--- config.mk ---
export PLATFORM = sky130hd
export DESIGN_NAME = sparse_matrix_sorted_store
export DESIGN_NICKNAME = d
export VERILOG_FILES = /design/src/smss_pkg.sv /design/src/sparse_matrix_sorted_store.sv
export SDC_FILE = /design/constraint.sdc
export NUM_CORES = 2
export LEC_CHECK = 0
export BUFFER_PORTS_ARGS = -buffer_cell sky130_fd_sc_hd__buf_2
export CAP_MARGIN = 25
export CORE_ASPECT_RATIO = 1.5
export CORE_MARGIN = 3
export CORE_UTILIZATION = 40
export CTS_CLUSTER_DIAMETER = 40
export DETAILED_ROUTE_END_ITERATION = 6
export PLACE_DENSITY_LB_ADDON = 0.1
export SYNTH_ARGS = -nofsm -noshare
export SYNTH_HDL_FRONTEND = slang
export SYNTH_SLANG_ARGS = --single-unit
--- constraint.sdc ---
create_clock -name clock -period 6.94 [get_ports clock]
set_clock_uncertainty 0.05 [all_clocks]
set_input_delay 0.694 -clock clock [delete_from_list [all_inputs] [get_ports clock]]
set_output_delay 0.694 -clock clock [all_outputs]
set_load 0.02 [all_outputs]
--- src/smss_pkg.sv ---
// types and constants for the sorted sparse matrix store
`default_nettype none

package smss_pkg;

   localparam int INDEX_BITS  = 10;
   localparam int KEY_BITS    = 2 * INDEX_BITS;
   localparam int CFG_BITS    = 11;
   localparam int OUT_BITS    = 32;
   localparam int STATUS_BITS = 2;
   localparam int REQ_DATA_BITS = 56;
   localparam int CSR_INDEX_BITS = 1;

   localparam logic OP_READ  = 1'b0;
   localparam logic OP_WRITE = 1'b1;

   localparam logic [STATUS_BITS-1:0] STATUS_OK    = 2'd0;
   localparam logic [STATUS_BITS-1:0] STATUS_RANGE = 2'd1;
   localparam logic [STATUS_BITS-1:0] STATUS_FULL  = 2'd2;

   localparam logic [CSR_INDEX_BITS-1:0] REG_ROW_COUNT    = 1'd0;
   localparam logic [CSR_INDEX_BITS-1:0] REG_COLUMN_COUNT = 1'd1;

   typedef enum logic [7:0] {
      ST_IDLE     = 8'b0000_0001,
      ST_SCAN_RD  = 8'b0000_0010,
      ST_SCAN_CMP = 8'b0000_0100,
      ST_DECIDE   = 8'b0000_1000,
      ST_SHIFT_RD = 8'b0001_0000,
      ST_SHIFT_WR = 8'b0010_0000,
      ST_INSERT   = 8'b0100_0000,
      ST_DONE     = 8'b1000_0000
   } state_type;

endpackage

`default_nettype wire

--- src/sparse_matrix_sorted_store.sv ---
// Out-of-range requests go straight to the done state; otherwise the scan reads and compares
// slots from 0 until a hit, a larger key or the end (an empty table skips the scan), and an
// insert shifts the entries from slot k upward by one slot before it writes the new entry.
// One beat is in work at a time; the scan uses the key comparator, and the scan and the
// shift share the single read and write port of the entry memory.
// A stalled result holds the next one in the done state; synchronous reset empties the table.
`default_nettype none

module sparse_matrix_sorted_store
   import smss_pkg::*;
#(
   parameter int CAPACITY      = 64,
   parameter int MAX_DIMENSION = 1024,
   parameter int VALUE_BITS    = 32
) (
   input  wire                       clock,
   input  wire                       reset,
   input  wire                       req_tvalid,
   output logic                      req_tready,
   // row, column, write_value
   input  wire  [REQ_DATA_BITS-1:0]  req_tdata,
   // operation
   input  wire  [0:0]                req_tuser,
   output logic                      rsp_tvalid,
   input  wire                       rsp_tready,
   // read_value
   output logic [OUT_BITS-1:0]       rsp_tdata,
   // status
   output logic [STATUS_BITS-1:0]    rsp_tuser,
   input  wire                       csr_wen,
   input  wire  [CSR_INDEX_BITS-1:0] csr_index,
   input  wire  [CFG_BITS-1:0]       csr_wdata
);

   localparam int CNT_BITS = $clog2(CAPACITY + 1);
   localparam int IDX_BITS = (CAPACITY > 1) ? $clog2(CAPACITY) : 1;
   localparam int ENT_BITS = KEY_BITS + VALUE_BITS;
   localparam int DIM_BITS = $clog2(MAX_DIMENSION + 1);
   localparam int LIM_BITS = (DIM_BITS > CFG_BITS) ? DIM_BITS : CFG_BITS;
   localparam logic [LIM_BITS-1:0] MAX_DIM = LIM_BITS'(MAX_DIMENSION);
   localparam logic [CNT_BITS-1:0] FULL_COUNT = CNT_BITS'(CAPACITY);

   state_type state_ff, state_in;

   logic [CFG_BITS-1:0]   row_count_ff, row_count_in;
   logic [CFG_BITS-1:0]   column_count_ff, column_count_in;
   logic [CNT_BITS-1:0]   count_ff, count_in;
   logic [CNT_BITS-1:0]   k_ff, k_in;
   logic [CNT_BITS-1:0]   j_ff, j_in;
   logic                  op_ff, op_in;
   logic [KEY_BITS-1:0]   key_ff, key_in;
   logic [VALUE_BITS-1:0] wv_ff, wv_in;
   logic [OUT_BITS-1:0]   res_value_ff, res_value_in;
   logic [STATUS_BITS-1:0] res_status_ff, res_status_in;
   logic                  rsp_valid_ff, rsp_valid_in;
   logic [OUT_BITS-1:0]   rsp_value_ff, rsp_value_in;
   logic [STATUS_BITS-1:0] rsp_status_ff, rsp_status_in;

   logic [ENT_BITS-1:0]   mem [CAPACITY];
   logic [ENT_BITS-1:0]   rd_data_ff;
   logic [IDX_BITS-1:0]   mem_raddr;
   logic                  mem_we;
   logic [IDX_BITS-1:0]   mem_waddr;
   logic [ENT_BITS-1:0]   mem_wdata;

   logic [LIM_BITS-1:0]   row_lim, col_lim;
   logic                  out_of_range;
   logic [KEY_BITS-1:0]   req_key;
   logic signed [63:0]    wv_ext;
   logic signed [63:0]    stored_ext;
   logic [KEY_BITS-1:0]   ent_key;
   logic                  key_less, key_equal;
   logic                  req_fire, rsp_load;

   assign req_tready = (state_ff == ST_IDLE);
   assign req_fire   = req_tvalid && req_tready;
   assign rsp_load   = (state_ff == ST_DONE) && (!rsp_valid_ff || rsp_tready);
   assign rsp_tvalid = rsp_valid_ff;
   assign rsp_tdata  = rsp_value_ff;
   assign rsp_tuser  = rsp_status_ff;

   assign req_key = {req_tdata[INDEX_BITS-1:0], req_tdata[KEY_BITS-1:INDEX_BITS]};
   assign wv_ext  = 64'($signed(req_tdata[KEY_BITS +: OUT_BITS]));

   always_comb begin
      row_lim = (LIM_BITS'(row_count_ff) > MAX_DIM) ? MAX_DIM : LIM_BITS'(row_count_ff);
      col_lim = (LIM_BITS'(column_count_ff) > MAX_DIM) ? MAX_DIM
                                                       : LIM_BITS'(column_count_ff);
      out_of_range = (LIM_BITS'(req_tdata[INDEX_BITS-1:0]) >= row_lim) ||
                     (LIM_BITS'(req_tdata[KEY_BITS-1:INDEX_BITS]) >= col_lim);
   end

   // shared key comparator
   assign ent_key    = rd_data_ff[ENT_BITS-1:VALUE_BITS];
   assign key_less   = ent_key < key_ff;
   assign key_equal  = ent_key == key_ff;
   assign stored_ext = 64'($signed(rd_data_ff[VALUE_BITS-1:0]));

   always_comb begin
      row_count_in    = row_count_ff;
      column_count_in = column_count_ff;
      if (csr_wen) begin
         case (csr_index)
            REG_ROW_COUNT: begin
               row_count_in = csr_wdata;
            end
            REG_COLUMN_COUNT: begin
               column_count_in = csr_wdata;
            end
            default: begin
            end
         endcase
      end
   end

   always_comb begin
      state_in      = state_ff;
      count_in      = count_ff;
      k_in          = k_ff;
      j_in          = j_ff;
      op_in         = op_ff;
      key_in        = key_ff;
      wv_in         = wv_ff;
      res_value_in  = res_value_ff;
      res_status_in = res_status_ff;
      mem_raddr     = k_ff[IDX_BITS-1:0];
      mem_we        = 1'b0;
      mem_waddr     = k_ff[IDX_BITS-1:0];
      mem_wdata     = {key_ff, wv_ff};

      case (state_ff)
         ST_IDLE: begin
            if (req_fire) begin
               op_in         = req_tuser[0];
               key_in        = req_key;
               wv_in         = wv_ext[VALUE_BITS-1:0];
               k_in          = '0;
               res_value_in  = '0;
               res_status_in = STATUS_OK;
               if (out_of_range) begin
                  res_status_in = STATUS_RANGE;
                  state_in      = ST_DONE;
               end else if (count_ff == '0) begin
                  state_in = ST_DECIDE;
               end else begin
                  state_in = ST_SCAN_RD;
               end
            end
         end
         ST_SCAN_RD: begin
            state_in = ST_SCAN_CMP;
         end
         ST_SCAN_CMP: begin
            if (key_equal) begin
               res_value_in = stored_ext[OUT_BITS-1:0];
               mem_we       = (op_ff == OP_WRITE);
               state_in     = ST_DONE;
            end else if (key_less) begin
               k_in     = k_ff + 1'b1;
               state_in = (k_ff + 1'b1 == count_ff) ? ST_DECIDE : ST_SCAN_RD;
            end else begin
               state_in = ST_DECIDE;
            end
         end
         ST_DECIDE: begin
            j_in = count_ff;
            if (op_ff == OP_READ) begin
               state_in = ST_DONE;
            end else if (count_ff == FULL_COUNT) begin
               res_status_in = STATUS_FULL;
               state_in      = ST_DONE;
            end else if (count_ff == k_ff) begin
               state_in = ST_INSERT;
            end else begin
               state_in = ST_SHIFT_RD;
            end
         end
         ST_SHIFT_RD: begin
            mem_raddr = IDX_BITS'(j_ff - 1'b1);
            state_in  = ST_SHIFT_WR;
         end
         ST_SHIFT_WR: begin
            mem_we    = 1'b1;
            mem_waddr = j_ff[IDX_BITS-1:0];
            mem_wdata = rd_data_ff;
            j_in      = j_ff - 1'b1;
            state_in  = (j_ff - 1'b1 == k_ff) ? ST_INSERT : ST_SHIFT_RD;
         end
         ST_INSERT: begin
            mem_we   = 1'b1;
            count_in = count_ff + 1'b1;
            state_in = ST_DONE;
         end
         ST_DONE: begin
            if (rsp_load) begin
               state_in = ST_IDLE;
            end
         end
         default: begin
            state_in = ST_IDLE;
         end
      endcase
   end

   always_comb begin
      rsp_valid_in  = rsp_valid_ff;
      rsp_value_in  = rsp_value_ff;
      rsp_status_in = rsp_status_ff;
      if (rsp_load) begin
         rsp_valid_in  = 1'b1;
         rsp_value_in  = res_value_ff;
         rsp_status_in = res_status_ff;
      end else if (rsp_tready) begin
         rsp_valid_in = 1'b0;
      end
   end

   // entry memory: {row, column, value} per slot
   always_ff @(posedge clock) begin
      if (mem_we) begin
         mem[mem_waddr] <= mem_wdata;
      end
      rd_data_ff <= mem[mem_raddr];
   end

   always_ff @(posedge clock) begin
      if (reset) begin
         state_ff        <= ST_IDLE;
         count_ff        <= '0;
         rsp_valid_ff    <= 1'b0;
         row_count_ff    <= '0;
         column_count_ff <= '0;
      end else begin
         state_ff        <= state_in;
         count_ff        <= count_in;
         rsp_valid_ff    <= rsp_valid_in;
         row_count_ff    <= row_count_in;
         column_count_ff <= column_count_in;
      end
   end

   always_ff @(posedge clock) begin
      k_ff          <= k_in;
      j_ff          <= j_in;
      op_ff         <= op_in;
      key_ff        <= key_in;
      wv_ff         <= wv_in;
      res_value_ff  <= res_value_in;
      res_status_ff <= res_status_in;
      rsp_value_ff  <= rsp_value_in;
      rsp_status_ff <= rsp_status_in;
   end

`ifndef SYNTHESIS
   a_count_bound: assert property (@(posedge clock) disable iff (reset)
      count_ff <= FULL_COUNT)
      else $error("entry count above capacity");

   a_count_step: assert property (@(posedge clock) disable iff (reset)
      (!$past(reset) && (count_ff != $past(count_ff))) |->
      (count_ff == $past(count_ff) + 1'b1))
      else $error("entry count moved by other than one insert");

   a_scan_inside: assert property (@(posedge clock) disable iff (reset)
      (state_ff == ST_SCAN_RD) |-> (k_ff < count_ff))
      else $error("scan past the last entry");

   a_full_status: assert property (@(posedge clock) disable iff (reset)
      (rsp_valid_ff && (rsp_status_ff == STATUS_FULL)) |-> (count_ff == FULL_COUNT))
      else $error("table full reported while not full");
`endif

endmodule

`default_nettype wire

==> results.txt <==
----------------------------------------------------
[Outcome]
  Status ... finished clean

[STA]
  Slew HR ... 0.253
  Slew @ Worst Pin ... 1090 ps
  Achievable Freq ... 183 MHz
  Period minus WS final ... 5480 ps
  Setup violators final ... 0
  Number of pins exceeding their max-slew limit in the final report ... 0
  Unrepaired setup endpoints after global routing ... false
  Final critical-path share of the clock period ... 0.789
  Total Negative Setup Slacks ... 0 ps
  Hold Vio Cnt, Final ... 0

[Global route]
  Pin count of the biggest net entering global routing ... 129
  Vias in the first global route ... 85200
  Met1 demand-to-capacity share in global routing ... 0.340
  Antenna violations before repair ... 38
  Tot GR Track Use ... 0.266
  Met3 track demand over resource in global routing ... 0.0380
  Overall overflow remaining after global route ... 0
  Most congested layer reported by global routing ... met2
  Met2 Use GR ... 0.459
  First-pass GRT wire length ... 667000 um

[Clock tree]
  Clock H-tree levels ... 5
  Cell at the root of the clock tree ... sky130_fd_sc_hd__clkbuf_16
  Clock-pin slew reported for the worst setup and hold paths after clock tree synthesis ... 60 ps
  CTS tree ... done
  Clock insertion delay at the later pin of the skew report ... 940 ps
  Number of buffers inserted during clock tree synthesis ... 408
  CTS Sinks ... 3553
  Clock Tree Buf Depth ... 4
  Post-cts resize count ... 0

[Route]
  Via density ... 5.96
  Final wirelength ... 483000 um
  WL per Instance ... 32.7 um
  Count of unresolved DRC violations after routing ... 0
  Antenna Nets Post-Route ... 0
  Initial DRC count ... 9705
  TritonRoute pass-1 iters ... 6
  Via count of the routed design ... 88000

[Synth]
  Most frequently used cell type in the post-synthesis netlist ... sky130_fd_sc_hd__edfxtp_1
  Sequential cell area fraction in the yosys report ... 0.760
  Area share of the leading cell type in the synthesized netlist ... 0.747
  Most used flip-flop cell after synthesis ... sky130_fd_sc_hd__edfxtp_1
  Post-synthesis average cell area ... 14.6 um2
  Number of unique standard cell types used by synthesis ... 75
  Total nets after synthesis ... 9668
  Number of flops mapped to enable cells by yosys ... 3463
  Share of synthesized flip-flops with an asynchronous set or reset ... 0
  Number of warnings reported in the yosys synthesis log ... 0
  Cell Area, Synth ... 139000 um2
  Top cells by instance count after synthesis ... sky130_fd_sc_hd__edfxtp_1 (3463), sky130_fd_sc_hd__nand2_1 (1998), sky130_fd_sc_hd__a21oi_1 (646)
  Flip-flop and latch count after synthesis ... 3553
  Dominant cell type by area after synthesis ... sky130_fd_sc_hd__edfxtp_1
  Leading cell types by total area after synthesis ... sky130_fd_sc_hd__edfxtp_1 (75%), sky130_fd_sc_hd__nand2_1 (5.4%), sky130_fd_sc_hd__mux2i_1 (2.5%), sky130_fd_sc_hd__a21oi_1 (2.3%), sky130_fd_sc_hd__nand3_1 (1.4%)
  Synthesized instance count ... 9550

[Finish]
  Seq. cell area ... 106000 um2
  Non-filler cells in the finished layout ... 14800
  Synth-to-Final Area Change ... 17.0%
  Layout fillers ... 30000
  Ratio of cells with drive above 1 in the final layout ... 0.142
  Post-layout util ... 0.471
  Multi-input gate area in the final layout ... 31800 um2
  Post-layout net count ... 10000

[Worst setup path]
  Critical path data arrival time ... 6100 ps
  Type of element capturing the critical path ... flip-flop
  Largest driver fanout on the critical path ... 31
  Worst Setup Start Kind ... flip-flop
  Data required, critical path ... 7560 ps
  R2R cell count ... 11
  Crit Path Class ... flip-flop to flip-flop

[Place]
  Total of buffers placed on input and output ports ... 105
  Placer's final routability congestion estimate ... 0.855
  HPWL after DPL ... 273000 um
  Post-placement cell count ... 13900

[Power and ir drop]
  Maximum VDD drop ... 237 uV
  Power per cell area ... 327 nW/um2
  Leakage component of the power ... 54.2 nW

[Floorplan]
  Total die area ... 355000 um2
  Die W ... 488 um
  DIE HEIGHT ... 728 um
  Starting Density ... 0.403
  Num ports ... 110
  Core Footprint ... 346000 um2
  Number of placement rows ... 264

[Min path]
  Number of cells on the worst hold path ... 3
  Hold Path Class ... input pin to flip-flop

[Run]
  Maxcap violations ... 0

----------------------------------------------------
[power by group]
part	internal, W	total [W]	switching [W]
Sequential	0.0243	0.0248	0.000520
Combinational	0.00174	0.00626	0.00453
Clock	0.0130	0.0222	0.00918
Total	0.0391	0.0533	0.0142
[per-stage QoR]
| step | area (um2) | power [W] | hold WS [ps] | setup WS [ps] |
|---|---|---|---|---|
| final | 163000 | 0.0533 | 112 | 1460 |
| after global routing | 163000 | 0.0549 | 103 | 1340 |
| after detailed placement | 148000 | 0.0314 | 358 | 1510 |
| after floorplan | 139000 | 0.0284 | 350 | 563 |
| after CTS | 163000 | 0.0536 | 31.2 | 1470 |
| after global placement | 148000 | 0.0313 | 356 | 1290 |
[worst max-delay path: stages (launching register included)]
cell                       delay (ps)
sky130_fd_sc_hd__edfxtp_1         690
sky130_fd_sc_hd__inv_1            280
sky130_fd_sc_hd__ha_1             540
sky130_fd_sc_hd__and3_2           480
sky130_fd_sc_hd__nor2_4           750
sky130_fd_sc_hd__buf_12           320
sky130_fd_sc_hd__buf_12           260
sky130_fd_sc_hd__buf_12           240
sky130_fd_sc_hd__mux4_2           330
sky130_fd_sc_hd__a31oi_1          230
sky130_fd_sc_hd__nor2_1            70
sky130_fd_sc_hd__or4_1            850
[layout by cell type (no fill, tap or decap), drive strengths merged, types with 46 or more instances in the layout]
| master | count |
|---|---|
| o22ai | 97 |
| edfxtp | 3463 |
| nand4 | 118 |
| a21oi | 646 |
| o21ai | 155 |
| nand2 | 1998 |
| a31oi | 218 |
| mux4 | 65 |
| a211oi | 201 |
| clkinv | 122 |
| clkinvlp | 46 |
| nor2 | 160 |
| dlygate4sd3 | 64 |
| and3 | 151 |
| dfxtp | 90 |
| mux2i | 350 |
| inv | 102 |
| a22oi | 159 |
| buf | 495 |
| a31o | 51 |
| nand3 | 395 |
| clkbuf | 481 |
[cells by family (layout without fill, tap and decap cells)]
group | count (synthesis) | in the layout | synth area share
DFF | 3553 | 3553 | 0.760
and+or+nand+nor | 3010 | 3010 | 0.0938
AOI/OAI and AO/OA | 1821 | 1821 | 0.0845
buffers and inverters | 673 | 1358 | 0.0198
muxes | 415 | 415 | 0.0357
adders and majority gates | 44 | 44 | 0.00396
xor gates and xnor gates | 34 | 34 | 0.00214
other | 0 | 11 | 0
[path summary, 6_finish.rpt]
path	from	to	slack, ps
worst max-delay path	j_ff[0]	rd_data_ff[44]	1460
worst min-delay path	rsp_tready	rsp_tvalid	110
worst max register to register	j_ff[0]	rd_data_ff[44]	1460
worst min register to register	res_value_ff[22]	rsp_tdata[22]	370
[metal layers]
metal / wire length (um) / up-vias / part of all wire
met1: 187000 / 46000 / 0.39
li1: - / 37300 / -
met5: 76 / - / 0.00016
met2: 242000 / 3703 / 0.50
met4: 19700 / 16 / 0.041
met3: 34300 / 909 / 0.071
[cell type report]
class / count / share of cell area
Multi-Input combinational cell: 5324 / 0.195
Tap cell: 4522 / 0.0348
Inverter: 36 / 0.000830
Sequential cell: 3553 / 0.650
Timing Repair Buffer: 562 / 0.0332
Antenna cell: 11 / 0.000169
Clock buffer: 481 / 0.0664
Clock inverter: 279 / 0.0193
[flip-flops by register name (all words and copies together), names as in the netlist, 2 cells and up]
register / count
row_count_ff: 11
state_ff: 8
mem: 3328
res_value_ff: 32
rsp_tuser: 2
j_ff: 7
column_count_ff: 11
rsp_tdata: 32
res_status_ff: 2
wv_ff: 32
rd_data_ff: 52
key_ff: 20
k_ff: 7
count_ff: 7
[repair_timing]
| item | CTS | global route |
|---|---|---|
| hold buffers | 64 | 0 |
| endpoints found under the hold margin | 75 | 0 |
| setup buffers | 0 | 0 |
No activity file was read; power rests on OpenSTA's default activity.
